**src/hw/rtl/esctok_pkg.sv**
```systemverilog
// ----------------------------------------------------------------------------
// esctok_pkg
// Shared types and constants of the escape sequence tokenizer: token kinds,
// parser modes and the records passed between the step logic and the queue.
// ----------------------------------------------------------------------------
package esctok_pkg;

   // Token kinds carried on the result channel.
   localparam logic [3:0] KIND_SYMBOL    = 4'd0;
   localparam logic [3:0] KIND_NEXTLINE  = 4'd1;
   localparam logic [3:0] KIND_CLEAN     = 4'd2;
   localparam logic [3:0] KIND_DELETE    = 4'd3;
   localparam logic [3:0] KIND_ERASE     = 4'd4;
   localparam logic [3:0] KIND_BACKSLASH = 4'd5;
   localparam logic [3:0] KIND_PAUSE     = 4'd6;
   localparam logic [3:0] KIND_COLOUR    = 4'd7;
   localparam logic [3:0] KIND_DONE      = 4'd8;
   localparam logic [3:0] KIND_ERROR     = 4'd9;

   // Parser modes.
   localparam logic [2:0] MODE_NORMAL      = 3'd0;
   localparam logic [2:0] MODE_ESCAPE      = 3'd1;
   localparam logic [2:0] MODE_PAUSE_FIRST = 3'd2;
   localparam logic [2:0] MODE_PAUSE_MORE  = 3'd3;
   localparam logic [2:0] MODE_COLOUR      = 3'd4;
   localparam logic [2:0] MODE_DRAIN       = 3'd5;

   // Characters with a meaning of their own.
   localparam logic [15:0] CHAR_NUL       = 16'h0000;
   localparam logic [15:0] CHAR_NEWLINE   = 16'h000a;
   localparam logic [15:0] CHAR_BACKSLASH = 16'h005c;
   localparam logic [15:0] CHAR_N         = 16'h006e;
   localparam logic [15:0] CHAR_A         = 16'h0061;
   localparam logic [15:0] CHAR_DASH      = 16'h002d;
   localparam logic [15:0] CHAR_LT        = 16'h003c;
   localparam logic [15:0] CHAR_P         = 16'h0070;
   localparam logic [15:0] CHAR_C         = 16'h0063;
   localparam logic [15:0] CHAR_ZERO      = 16'h0030;
   localparam logic [15:0] CHAR_NINE      = 16'h0039;
   localparam logic [15:0] CHAR_F         = 16'h0066;

   localparam logic [2:0] COLOUR_DIGITS = 3'd6;
   localparam int unsigned BATCH_DEPTH  = 3;

   typedef struct packed {
      logic [3:0]  kind;
      logic [15:0] symbol_code;
      logic [23:0] value;
      logic [15:0] error_position;
   } rsp_type;

   // All results caused by one request, in order.
   typedef struct packed {
      rsp_type [BATCH_DEPTH-1:0] item;
      logic [1:0]                count;
   } batch_type;

   typedef struct packed {
      logic [2:0]  mode;
      logic [2:0]  digit_count;
      logic [23:0] acc;
      logic [15:0] escape_start;
   } state_type;

   typedef struct packed {
      state_type state;
      batch_type batch;
   } step_type;

   function automatic rsp_type make_rsp(logic [3:0] kind, logic [15:0] sym,
                                        logic [23:0] val, logic [15:0] pos);
      rsp_type r;
      r.kind           = kind;
      r.symbol_code    = sym;
      r.value          = val;
      r.error_position = pos;
      return r;
   endfunction

endpackage

```
**src/hw/rtl/esctok_step.sv**
```systemverilog
// ----------------------------------------------------------------------------
// esctok_step
// Next-state and token logic for one character: decodes the character in the
// current parser mode and produces up to three tokens plus the next state.
// ----------------------------------------------------------------------------
module esctok_step import esctok_pkg::*; (
   input  logic [15:0] char_code,
   input  logic        line_end,
   input  logic [15:0] char_index,
   input  state_type   cur,
   output step_type    nxt
);

   logic                      is_dec;
   logic                      is_hex;
   logic [3:0]                nibble;
   logic [6:0]                pause_two;
   logic [15:0]               colour_err_pos;

   assign is_dec = (char_code >= CHAR_ZERO) && (char_code <= CHAR_NINE);
   assign is_hex = is_dec || ((char_code >= CHAR_A) && (char_code <= CHAR_F));
   // Decimal digits carry their value in the low nibble; a..f are offset by nine.
   assign nibble = is_dec ? char_code[3:0] : (char_code[3:0] + 4'd9);
   assign pause_two = (7'(cur.acc[3:0]) * 7'd10) + 7'(char_code[3:0]);
   assign colour_err_pos = cur.escape_start + 16'(cur.digit_count);

   always_comb begin
      rsp_type [BATCH_DEPTH-1:0] items;
      logic [1:0]                n;
      logic                      ended;
      logic                      handle;
      state_type                 ns;

      items  = '0;
      n      = 2'd0;
      ended  = 1'b0;
      handle = 1'b0;
      ns     = cur;

      unique case (cur.mode)
         MODE_NORMAL: begin
            handle = 1'b1;
         end
         MODE_ESCAPE: begin
            ns.mode = MODE_NORMAL;
            if (char_code == CHAR_N) begin
               items[n] = make_rsp(KIND_NEXTLINE, '0, '0, '0);
               n = n + 2'd1;
            end else if (char_code == CHAR_A) begin
               items[n] = make_rsp(KIND_CLEAN, '0, '0, '0);
               n = n + 2'd1;
            end else if (char_code == CHAR_DASH) begin
               items[n] = make_rsp(KIND_DELETE, '0, '0, '0);
               n = n + 2'd1;
            end else if (char_code == CHAR_LT) begin
               items[n] = make_rsp(KIND_ERASE, '0, '0, '0);
               n = n + 2'd1;
            end else if (char_code == CHAR_BACKSLASH) begin
               items[n] = make_rsp(KIND_BACKSLASH, '0, '0, '0);
               n = n + 2'd1;
            end else if (char_code == CHAR_P) begin
               ns.mode        = MODE_PAUSE_FIRST;
               ns.acc         = '0;
               ns.digit_count = '0;
            end else if (char_code == CHAR_C) begin
               ns.mode        = MODE_COLOUR;
               ns.acc         = '0;
               ns.digit_count = '0;
            end else begin
               items[n] = make_rsp(KIND_ERROR, '0, '0, cur.escape_start);
               n = n + 2'd1;
               ended = 1'b1;
            end
         end
         MODE_PAUSE_FIRST: begin
            if (is_dec) begin
               ns.acc         = 24'(char_code[3:0]);
               ns.digit_count = 3'd1;
               ns.mode        = MODE_PAUSE_MORE;
            end else begin
               items[n] = make_rsp(KIND_ERROR, '0, '0, cur.escape_start);
               n = n + 2'd1;
               ended = 1'b1;
            end
         end
         MODE_PAUSE_MORE: begin
            ns.mode = MODE_NORMAL;
            if (is_dec) begin
               items[n] = make_rsp(KIND_PAUSE, '0, 24'(pause_two), '0);
               n = n + 2'd1;
            end else begin
               // The pause ends here and the character is then taken as usual.
               items[n] = make_rsp(KIND_PAUSE, '0, cur.acc, '0);
               n = n + 2'd1;
               handle = 1'b1;
            end
         end
         MODE_COLOUR: begin
            if (is_hex) begin
               ns.acc         = {cur.acc[19:0], nibble};
               ns.digit_count = cur.digit_count + 3'd1;
               if (ns.digit_count >= COLOUR_DIGITS) begin
                  items[n] = make_rsp(KIND_COLOUR, '0, ns.acc, '0);
                  n = n + 2'd1;
                  ns.mode = MODE_NORMAL;
               end
            end else begin
               items[n] = make_rsp(KIND_ERROR, '0, '0, colour_err_pos);
               n = n + 2'd1;
               ended = 1'b1;
            end
         end
         default: begin
         end
      endcase

      if (handle) begin
         if (char_code == CHAR_NUL) begin
            items[n] = make_rsp(KIND_DONE, '0, '0, '0);
            n = n + 2'd1;
            ended = 1'b1;
         end else if (char_code == CHAR_NEWLINE) begin
            items[n] = make_rsp(KIND_NEXTLINE, '0, '0, '0);
            n = n + 2'd1;
         end else if (char_code == CHAR_BACKSLASH) begin
            ns.mode         = MODE_ESCAPE;
            ns.escape_start = char_index;
         end else begin
            items[n] = make_rsp(KIND_SYMBOL, char_code, '0, '0);
            n = n + 2'd1;
         end
      end

      if (line_end) begin
         // Close the line with a status token unless one was already given.
         if (!ended) begin
            unique case (ns.mode)
               MODE_NORMAL: begin
                  items[n] = make_rsp(KIND_DONE, '0, '0, '0);
                  n = n + 2'd1;
               end
               MODE_ESCAPE, MODE_PAUSE_FIRST: begin
                  items[n] = make_rsp(KIND_ERROR, '0, '0, ns.escape_start);
                  n = n + 2'd1;
               end
               MODE_PAUSE_MORE: begin
                  items[n] = make_rsp(KIND_PAUSE, '0, ns.acc, '0);
                  n = n + 2'd1;
                  items[n] = make_rsp(KIND_DONE, '0, '0, '0);
                  n = n + 2'd1;
               end
               MODE_COLOUR: begin
                  items[n] = make_rsp(KIND_ERROR, '0, '0,
                                      ns.escape_start + 16'(ns.digit_count));
                  n = n + 2'd1;
               end
               default: begin
               end
            endcase
         end
         ns.mode         = MODE_NORMAL;
         ns.digit_count  = '0;
         ns.acc          = '0;
         ns.escape_start = '0;
      end else if (ended) begin
         ns.mode = MODE_DRAIN;
      end

      nxt.state       = ns;
      nxt.batch.item  = items;
      nxt.batch.count = n;
   end

endmodule

```
**src/hw/rtl/esctok_rspq.sv**
```systemverilog
// ----------------------------------------------------------------------------
// esctok_rspq
// Two-entry queue of token batches. Each entry holds all tokens of one
// request; tokens leave one per cycle unless stalled, last of a batch flagged.
// ----------------------------------------------------------------------------
module esctok_rspq import esctok_pkg::*; (
   input  logic      clock,
   input  logic      reset,
   input  logic      push,
   input  batch_type batch_in,
   output logic      full,
   output logic      rsp_valid,
   input  logic      rsp_stall,
   output rsp_type   rsp_head,
   output logic      rsp_run_last
);

   batch_type  batch_ff [2];
   logic       wr_ptr_ff;
   logic       wr_ptr_in;
   logic       rd_ptr_ff;
   logic       rd_ptr_in;
   logic [1:0] occ_ff;
   logic [1:0] occ_in;
   logic [1:0] idx_ff;
   logic [1:0] idx_in;
   logic [1:0] head_count;
   logic       pop;
   logic       batch_done;

   assign full         = (occ_ff == 2'd2);
   assign rsp_valid    = (occ_ff != 2'd0);
   assign head_count   = batch_ff[rd_ptr_ff].count;
   assign rsp_head     = batch_ff[rd_ptr_ff].item[idx_ff];
   assign rsp_run_last = (idx_ff == (head_count - 2'd1));
   assign pop          = rsp_valid && !rsp_stall;
   assign batch_done   = pop && rsp_run_last;

   always_comb begin
      idx_in    = idx_ff;
      if (pop) begin
         idx_in = rsp_run_last ? 2'd0 : (idx_ff + 2'd1);
      end
      rd_ptr_in = rd_ptr_ff ^ batch_done;
      wr_ptr_in = wr_ptr_ff ^ push;
      occ_in    = occ_ff + {1'b0, push} - {1'b0, batch_done};
   end

   always_ff @(posedge clock) begin
      if (reset) begin
         wr_ptr_ff <= 1'b0;
         rd_ptr_ff <= 1'b0;
         occ_ff    <= 2'd0;
         idx_ff    <= 2'd0;
      end else begin
         wr_ptr_ff <= wr_ptr_in;
         rd_ptr_ff <= rd_ptr_in;
         occ_ff    <= occ_in;
         idx_ff    <= idx_in;
      end
   end

   always_ff @(posedge clock) begin
      if (push) begin
         batch_ff[wr_ptr_ff] <= batch_in;
      end
   end

endmodule

```
**src/hw/rtl/escape_sequence_tokenizer_core.sv**
```systemverilog
// ----------------------------------------------------------------------------
// escape_sequence_tokenizer_core
// Turns a line of 16-bit characters into symbol, command, pause, colour and
// status tokens, one character per request.
// ----------------------------------------------------------------------------
//
//   Channel   Direction  Handshake            Carries
//   req_      in         req_valid/req_stall  char_code, line_end
//   rsp_      out        rsp_valid/rsp_stall  kind, symbol_code, value,
//                                             error_position, run_last
//
// A request is decoded in the cycle it is accepted and its tokens (zero to
// three) are registered in a two-batch queue; they appear from the next cycle
// when no earlier batch is waiting. One request is taken per cycle while the
// queue has a free batch; a request that causes no token occupies nothing.
// Tokens leave at one per cycle while rsp_stall is low; req_stall rises only
// when two batches are waiting.
// Reset is synchronous and clears the parser state and the queue.
// ----------------------------------------------------------------------------
module escape_sequence_tokenizer_core import esctok_pkg::*; #(
   parameter int MAX_LINE_CHARS = 65536
) (
   input  logic        clock,
   input  logic        reset,
   input  logic        req_valid,
   output logic        req_stall,
   input  logic [15:0] req_char_code,
   input  logic        req_line_end,
   output logic        rsp_valid,
   input  logic        rsp_stall,
   output logic [3:0]  rsp_kind,
   output logic [15:0] rsp_symbol_code,
   output logic [23:0] rsp_value,
   output logic [15:0] rsp_error_position,
   output logic        rsp_run_last
);

   localparam logic [16:0] LastIndex = 17'(MAX_LINE_CHARS - 1);

   state_type   state_ff;
   state_type   state_in;
   logic [15:0] char_index_ff;
   logic [15:0] char_index_in;
   step_type    step;
   logic        accept;
   logic        full;
   rsp_type     head;

   assign accept    = req_valid && !full;
   assign req_stall = full;

   esctok_step u_step (
      .char_code  (req_char_code),
      .line_end   (req_line_end),
      .char_index (char_index_ff),
      .cur        (state_ff),
      .nxt        (step)
   );

   always_comb begin
      state_in      = state_ff;
      char_index_in = char_index_ff;
      if (accept) begin
         state_in = step.state;
         if (req_line_end) begin
            char_index_in = '0;
         end else if ({1'b0, char_index_ff} < LastIndex) begin
            // The index saturates at the longest supported line.
            char_index_in = char_index_ff + 16'd1;
         end
      end
   end

   always_ff @(posedge clock) begin
      if (reset) begin
         state_ff      <= '{mode: MODE_NORMAL, digit_count: '0, acc: '0,
                            escape_start: '0};
         char_index_ff <= '0;
      end else begin
         state_ff      <= state_in;
         char_index_ff <= char_index_in;
      end
   end

   esctok_rspq u_rspq (
      .clock        (clock),
      .reset        (reset),
      .push         (accept && (step.batch.count != 2'd0)),
      .batch_in     (step.batch),
      .full         (full),
      .rsp_valid    (rsp_valid),
      .rsp_stall    (rsp_stall),
      .rsp_head     (head),
      .rsp_run_last (rsp_run_last)
   );

   assign rsp_kind           = head.kind;
   assign rsp_symbol_code    = head.symbol_code;
   assign rsp_value          = head.value;
   assign rsp_error_position = head.error_position;

endmodule

```
**config.mk**
```make
export PLATFORM = sky130hd
export DESIGN_NAME = escape_sequence_tokenizer_core
export DESIGN_NICKNAME = d
export VERILOG_FILES = /design/src/hw/rtl/esctok_pkg.sv /design/src/hw/rtl/esctok_step.sv /design/src/hw/rtl/esctok_rspq.sv /design/src/hw/rtl/escape_sequence_tokenizer_core.sv
export SDC_FILE = /design/constraint.sdc
export NUM_CORES = 1
export LEC_CHECK = 0
export BUFFER_PORTS_ARGS = -buffer_cell sky130_fd_sc_hd__buf_2
export CAP_MARGIN = 10
export CORE_MARGIN = 2
export CORE_UTILIZATION = 50
export CTS_BUF_LIST = sky130_fd_sc_hd__clkbuf_8
export DETAILED_ROUTE_END_ITERATION = 10
export PLACE_DENSITY = 0.64
export SLEW_MARGIN = 10
export SYNTH_ARGS = -nofsm -noshare
export SYNTH_HDL_FRONTEND = slang
export SYNTH_SLANG_ARGS = --single-unit
```
**constraint.sdc**
```tcl
create_clock -name clock -period 10.3 [get_ports clock]
set_clock_uncertainty 0.05 [all_clocks]
set_input_delay 0 -clock clock [delete_from_list [all_inputs] [get_ports clock]]
set_output_delay 0 -clock clock [all_outputs]
set_load 0.01 [all_outputs]
```
# Word-level counts from Yosys, hierarchy flattened
# Memory sizes are Yosys's and may differ from the RTL's. A register that Yosys moved wholly into a read port is not among the register bits.
# Cells that the tools add are included.
[totals]
regBits = 68
input_bits = 21
elab_cells = 182
mem_count = 1
output_inout_bits = 63
ramBits = 364
[classes]
bitwise = 14
mux = 92
n_eq_ne = 18
n_addsub = 13
reduce_logical = 21
n_lt_le_gt_ge = 13
multipliers = 1
[mem_list]
columns = ["memory", "depth", "width", "read_ports", "rd_ports_with_merged_regs", "wr", "line_no", "text"]
rows = [
  ["u_rspq.batch_ff", 2, 182, 1, 1, 1, "esctok_rspq.sv:18", "batch_type batch_ff [2];"],
]
[ops]
columns = ["cell", "n"]
rows = [
  ["180-bit 2-to-1 mux", 6],
  ["60-bit 2-to-1 mux", 13],
  ["180-bit bitwise mux", 4],
  ["180-bit one-hot mux with 4 select lines", 1],
  ["177-bit inverter", 4],
  ["60-bit demux with 2-bit select", 3],
  ["177-bit AND", 2],
  ["59-bit by 177-bit AND with 177-bit output", 2],
  ["30-bit 2-to-1 mux", 9],
  ["60-bit one-hot mux with 4 select lines", 1],
  ["60-bit binary-select mux with 2-bit select", 1],
  ["16-bit 2-to-1 mux", 6],
  ["27-bit one-hot mux with 3 select lines", 1],
  ["16-bit by 7-bit == test with 1-bit output, second input constant", 5],
  ["59-bit 2-to-1 mux", 1],
  ["43-bit 2-to-1 mux", 1],
  ["40-bit 2-to-1 mux", 1],
  ["16-bit by 3-bit adder with 16-bit output", 2],
  ["16-bit by 6-bit == test with 1-bit output, second input constant", 2],
  ["2-bit 2-to-1 mux", 14],
  ["3-bit 2-to-1 mux", 7],
  ["1-bit 2-to-1 mux", 17],
  ["16-bit by 1-bit adder with 16-bit output, second input constant", 1],
  ["16-bit by 4-bit == test with 1-bit output, second input constant", 1],
  ["39 further kinds", 67],
]

# Logic depth before layout (Yosys ltp)
[depth]
depth_word = 24
depth_mapped = 25
ltp_nobuf = 22

# Hierarchy
# From an unflattened synthesis, not the netlist that was laid out.
[hier_totals]
cells_unflattened = 1824
hier_area_um2 = 21863.5
[by_module_without_submodules]
columns = ["mod", "seq_area_each_um2", "instances", "cells_per_inst", "area_per_inst_um2"]
rows = [
  ["esctok_rspq", 11050.6, 1, 684, 14073.5],
  ["esctok_step", 0.0, 1, 808, 5131.2],
  ["escape_sequence_tokenizer_core", 1241.2, 1, 332, 2658.8],
]

# Least setup slack after synthesis
# Ideal clock, no wire load.
[synth_path]
kind = "in2reg"
start = "in req_char_code[11]"
end = "mem u_rspq.batch_ff[1][0] (netlist bit), enable pin"
arrival_ns = 7.129
required_ns = 9.705
stages = 16
path_slack_ns = 2.577
setup_time_ns = 0.545
n_path_buf = 2
cell_sequence = "or4_1 buf_4 or4_4 o21ai_2 o21ai_1 or2_1 buf_2 ha_1 nand3_1 o211a_1 inv_1 ha_1 a21oi_1 o31a_1 o21a_1 ha_1"
[synth_rtl]
columns = ["item", "line_no", "text"]
rows = [
  ["start: declaration", "escape_sequence_tokenizer_core.sv:27", "input logic [15:0] req_char_code,"],
  ["end: declaration", "esctok_rspq.sv:18", ""],
]

==> impl_metrics.env <==
export IMPL_yosys_cell_types_count=85
export IMPL_irDropWorstVdd_mv=0.104
export IMPL_initial_core_util=0.508
export IMPL_root_buffer="clkbuf_8"
export IMPL_wire_per_inst_um=21.1
export IMPL_crit_chain="dlygate4sd3_1, buf_2, or4_1, or4_4, o21ai_2, o21ai_1, or2_1, ha_1, nand3_1, o211a_1, inv_1, ha_1, a21oi_1, o31a_1, o21a_1, ha_4, buf_4"
export IMPL_rows=71
export IMPL_postCtsSetupBuffers=0
export IMPL_finalSetupViolCount=0
export IMPL_layout_nets=1779
export IMPL_ys_warn_count=0
export IMPL_htreeDepth=3
export IMPL_drc=0
export IMPL_rsz0062_at_grt="no"
export IMPL_busiest_layer="met2"
export IMPL_area_growth_syn_to_layout_pct=14.0
export IMPL_vias=13400
export IMPL_port_buffers=83
export IMPL_synth_seq_area_share=0.586
export IMPL_timing_fmax_mhz=163
export IMPL_gr_usage_met3=0.0535
export IMPL_worstSetupStartpointType="primary input"
export IMPL_dieArea_um2=39800
export IMPL_insertion_delay_ns=0.62
export IMPL_yosys_register_bits=396
export IMPL_cp_required_ns=10.48
export IMPL_critPathCaptureType="flop"
export IMPL_grt_pass1_vias=13300
export IMPL_cp_arrival_ns=6.30
export IMPL_p_leak_uw=0.00766
export IMPL_path_depth=17
export IMPL_relSlewSlack=0.251
export IMPL_async_flop_share=0
export IMPL_status="complete, no violations"
export IMPL_drive_gt1_frac=0.161
export IMPL_timing_hold_violations_final=0
export IMPL_met2_usage=0.394
export IMPL_clock_path_buffers=3
export IMPL_antenna_found_initial=0
export IMPL_crit_path_frequent_cell="ha_1"
export IMPL_worstMarginPinSlew_ns=1.12
export IMPL_cts_tree="done"
export IMPL_final_common_cell="edfxtp_1"
export IMPL_min_path_type="primary input to flop"
export IMPL_wl_um=48100
export IMPL_p_per_area_nw_per_um2=173
export IMPL_fillerInstances=3109
export IMPL_dp_hpwl_um=31900
export IMPL_min_period_ns=6.12
export IMPL_crit_type="primary input to flop"
export IMPL_syn_avg_cell_area_um2=12.3
export IMPL_crit_family="simple AND/OR/NAND/NOR gates"
export IMPL_reg2reg_depth=16
export IMPL_numCtsBuffers=67
export IMPL_detail_route_antenna_nets=0
export IMPL_clock_sinks=396
export IMPL_met1_usage=0.343
export IMPL_grt_overflow=0
export IMPL_layout_worst_path_cycle_share=0.594
export IMPL_drtIter0Drc=1410
export IMPL_syn_inst=1554
export IMPL_crit_fanout=68
export IMPL_drv_cap=0
export IMPL_synthFlopType="edfxtp_1"
export IMPL_fin_ws_ns=4.18
export IMPL_antennaDiodeCount=0
export IMPL_synth_edf_count=328
export IMPL_max_stage_delay_ns=0.82
export IMPL_synthesis_area_um2=19100
export IMPL_slowest_stage="buf_4"
export IMPL_grt_pass1_wl_um=75200
export IMPL_dieWidth_um=200
export IMPL_pre_cts_slack_ns=4.13
export IMPL_core_um2=37700
export IMPL_gp_congestion=0.935
export IMPL_maxSlewViolCount=0
export IMPL_whs_path_depth=3
export IMPL_clkTransAtPathRegs_ns=0.06
export IMPL_viasPerCell=5.87
export IMPL_grt_max_degree=73
export IMPL_layout_common_cells="edfxtp_1, nor2_1, nand2_1, buf_2, conb_1"
export IMPL_io_pins=84
export IMPL_fp_dieH_um=200
export IMPL_critical_path_buf_inv_count=4
export IMPL_drt_pass1_iter_count=6
export IMPL_setup_tns_ns=0
export IMPL_grt_total_usage=0.248
==> routing by layer <==
layer	vias to the layer above	part of all wire
met5	-	0
met4	0	0.021
met3	85	0.065
met2	464	0.47
met1	6669	0.45
li1	6168	-
==> cell type report <==
| type | instances | area (µm²) | share of cell area |
|---|---|---|---|
| Clock buffer | 74 | 1020 | 0.0467 |
| Clock inverter | 41 | 342 | 0.0157 |
| Inverter | 60 | 225 | 0.0103 |
| Multi-Input combinational cell | 1076 | 7610 | 0.349 |
| Sequential cell | 396 | 11200 | 0.514 |
| Tap cell | 511 | 639 | 0.0293 |
| Timing Repair Buffer | 122 | 763 | 0.0350 |
==> report_power, final <==
group	switching [µW]	internal [µW]
clock	629	812
sequential	42.9	1860
combinational	249	183
total	920	2850
==> synthesized netlist by cell type, types with 7 or more instances <==
library cell	instances	area [µm²]
a21o_1	15	113
a21oi_1	61	305
a221oi_1	13	114
a22oi_1	60	450
a32oi_1	7	61.3
and2_1	23	144
and3_1	27	169
buf_1	15	56.3
buf_2	11	55.1
clkbuf_1	71	267
dfxtp_1	68	1360
edfxtp_1	328	9850
ha_1	31	388
inv_1	59	221
mux2i_1	52	521
mux4_2	58	1310
nand2_1	93	349
nand3_1	30	150
nand4_1	7	43.8
nor2_1	177	664
nor2b_1	24	150
nor3_1	23	115
nor4_1	12	75.1
o21ai_0	51	255
o21ai_1	7	35.0
o22ai_1	50	313
or3_1	8	50.1
xnor2_1	20	175
xor2_1	21	184
==> worst register-to-register path, stage by stage, from the launching register on <==
cell,delay (ns)
dfxtp_1,0.46
inv_1,0.08
ha_1,0.30
a21oi_1,0.40
nand2_1,0.20
nand3_1,0.16
or2_1,0.28
ha_1,0.28
nand3_1,0.07
o211a_1,0.28
inv_1,0.12
ha_1,0.29
a21oi_1,0.15
o31a_1,0.23
o21a_1,0.24
ha_4,0.80
buf_4,0.84
==> metrics by stage <==
| step | util | instance area [µm²] | hold slack (ns) | std cells | total power, µW |
|---|---|---|---|---|---|
| finish | 0.579 | 21800 | 0.246 | 2280 | 3770 |
| global route | 0.579 | 21800 | 0.242 | 2280 | 3920 |
| CTS | 0.579 | 21800 | 0.200 | 2280 | 3810 |
| detailed placement | 0.537 | 20200 | 0.311 | 2143 | 2360 |
| global placement | 0.537 | 20200 | 0.288 | 2143 | 2360 |
| floorplan | - | 19400 | 0.167 | 1633 | 2230 |
==> worst paths after layout <==
kind | start | end | slack [ns]
max | req_char_code[15] | u_rspq.batch_ff[0][131]$_DFFE_PP_ | 4.18
min | req_char_code[11] | u_rspq.batch_ff[1][113]$_DFFE_PP_ | 0.25
max reg2reg | state_ff[41]$_SDFFE_PP0P_ | u_rspq.batch_ff[0][131]$_DFFE_PP_ | 4.61
min reg2reg | state_ff[36]$_SDFFE_PP0P_ | state_ff[36]$_SDFFE_PP0P_ | 0.46
==> state kept, by name, indices dropped and copies added (netlist names) <==
| name | count |
|---|---|
| state_ff | 46 |
| char_index_ff | 16 |
| u_rspq.idx_ff | 2 |
| u_rspq.batch_ff | 328 |
| u_rspq.wr_ptr_ff | 1 |
| u_rspq.occ_ff | 2 |
| u_rspq.rd_ptr_ff | 1 |
==> timing repair <==
action                    CTS  global route
hold endpoints to repair  120             0
hold buffers               22             0
gates resized for setup     0             0
==> kinds of logic after synthesis <==
family	synth area share
buf+inv	0.0333
xor+xnor	0.0188
mux	0.0984
fa+ha+maj	0.0245
simple gates	0.121
other cells	0.000196
flops	0.586
compound gates	0.118
No activity file was read; power rests on OpenSTA's default activity.
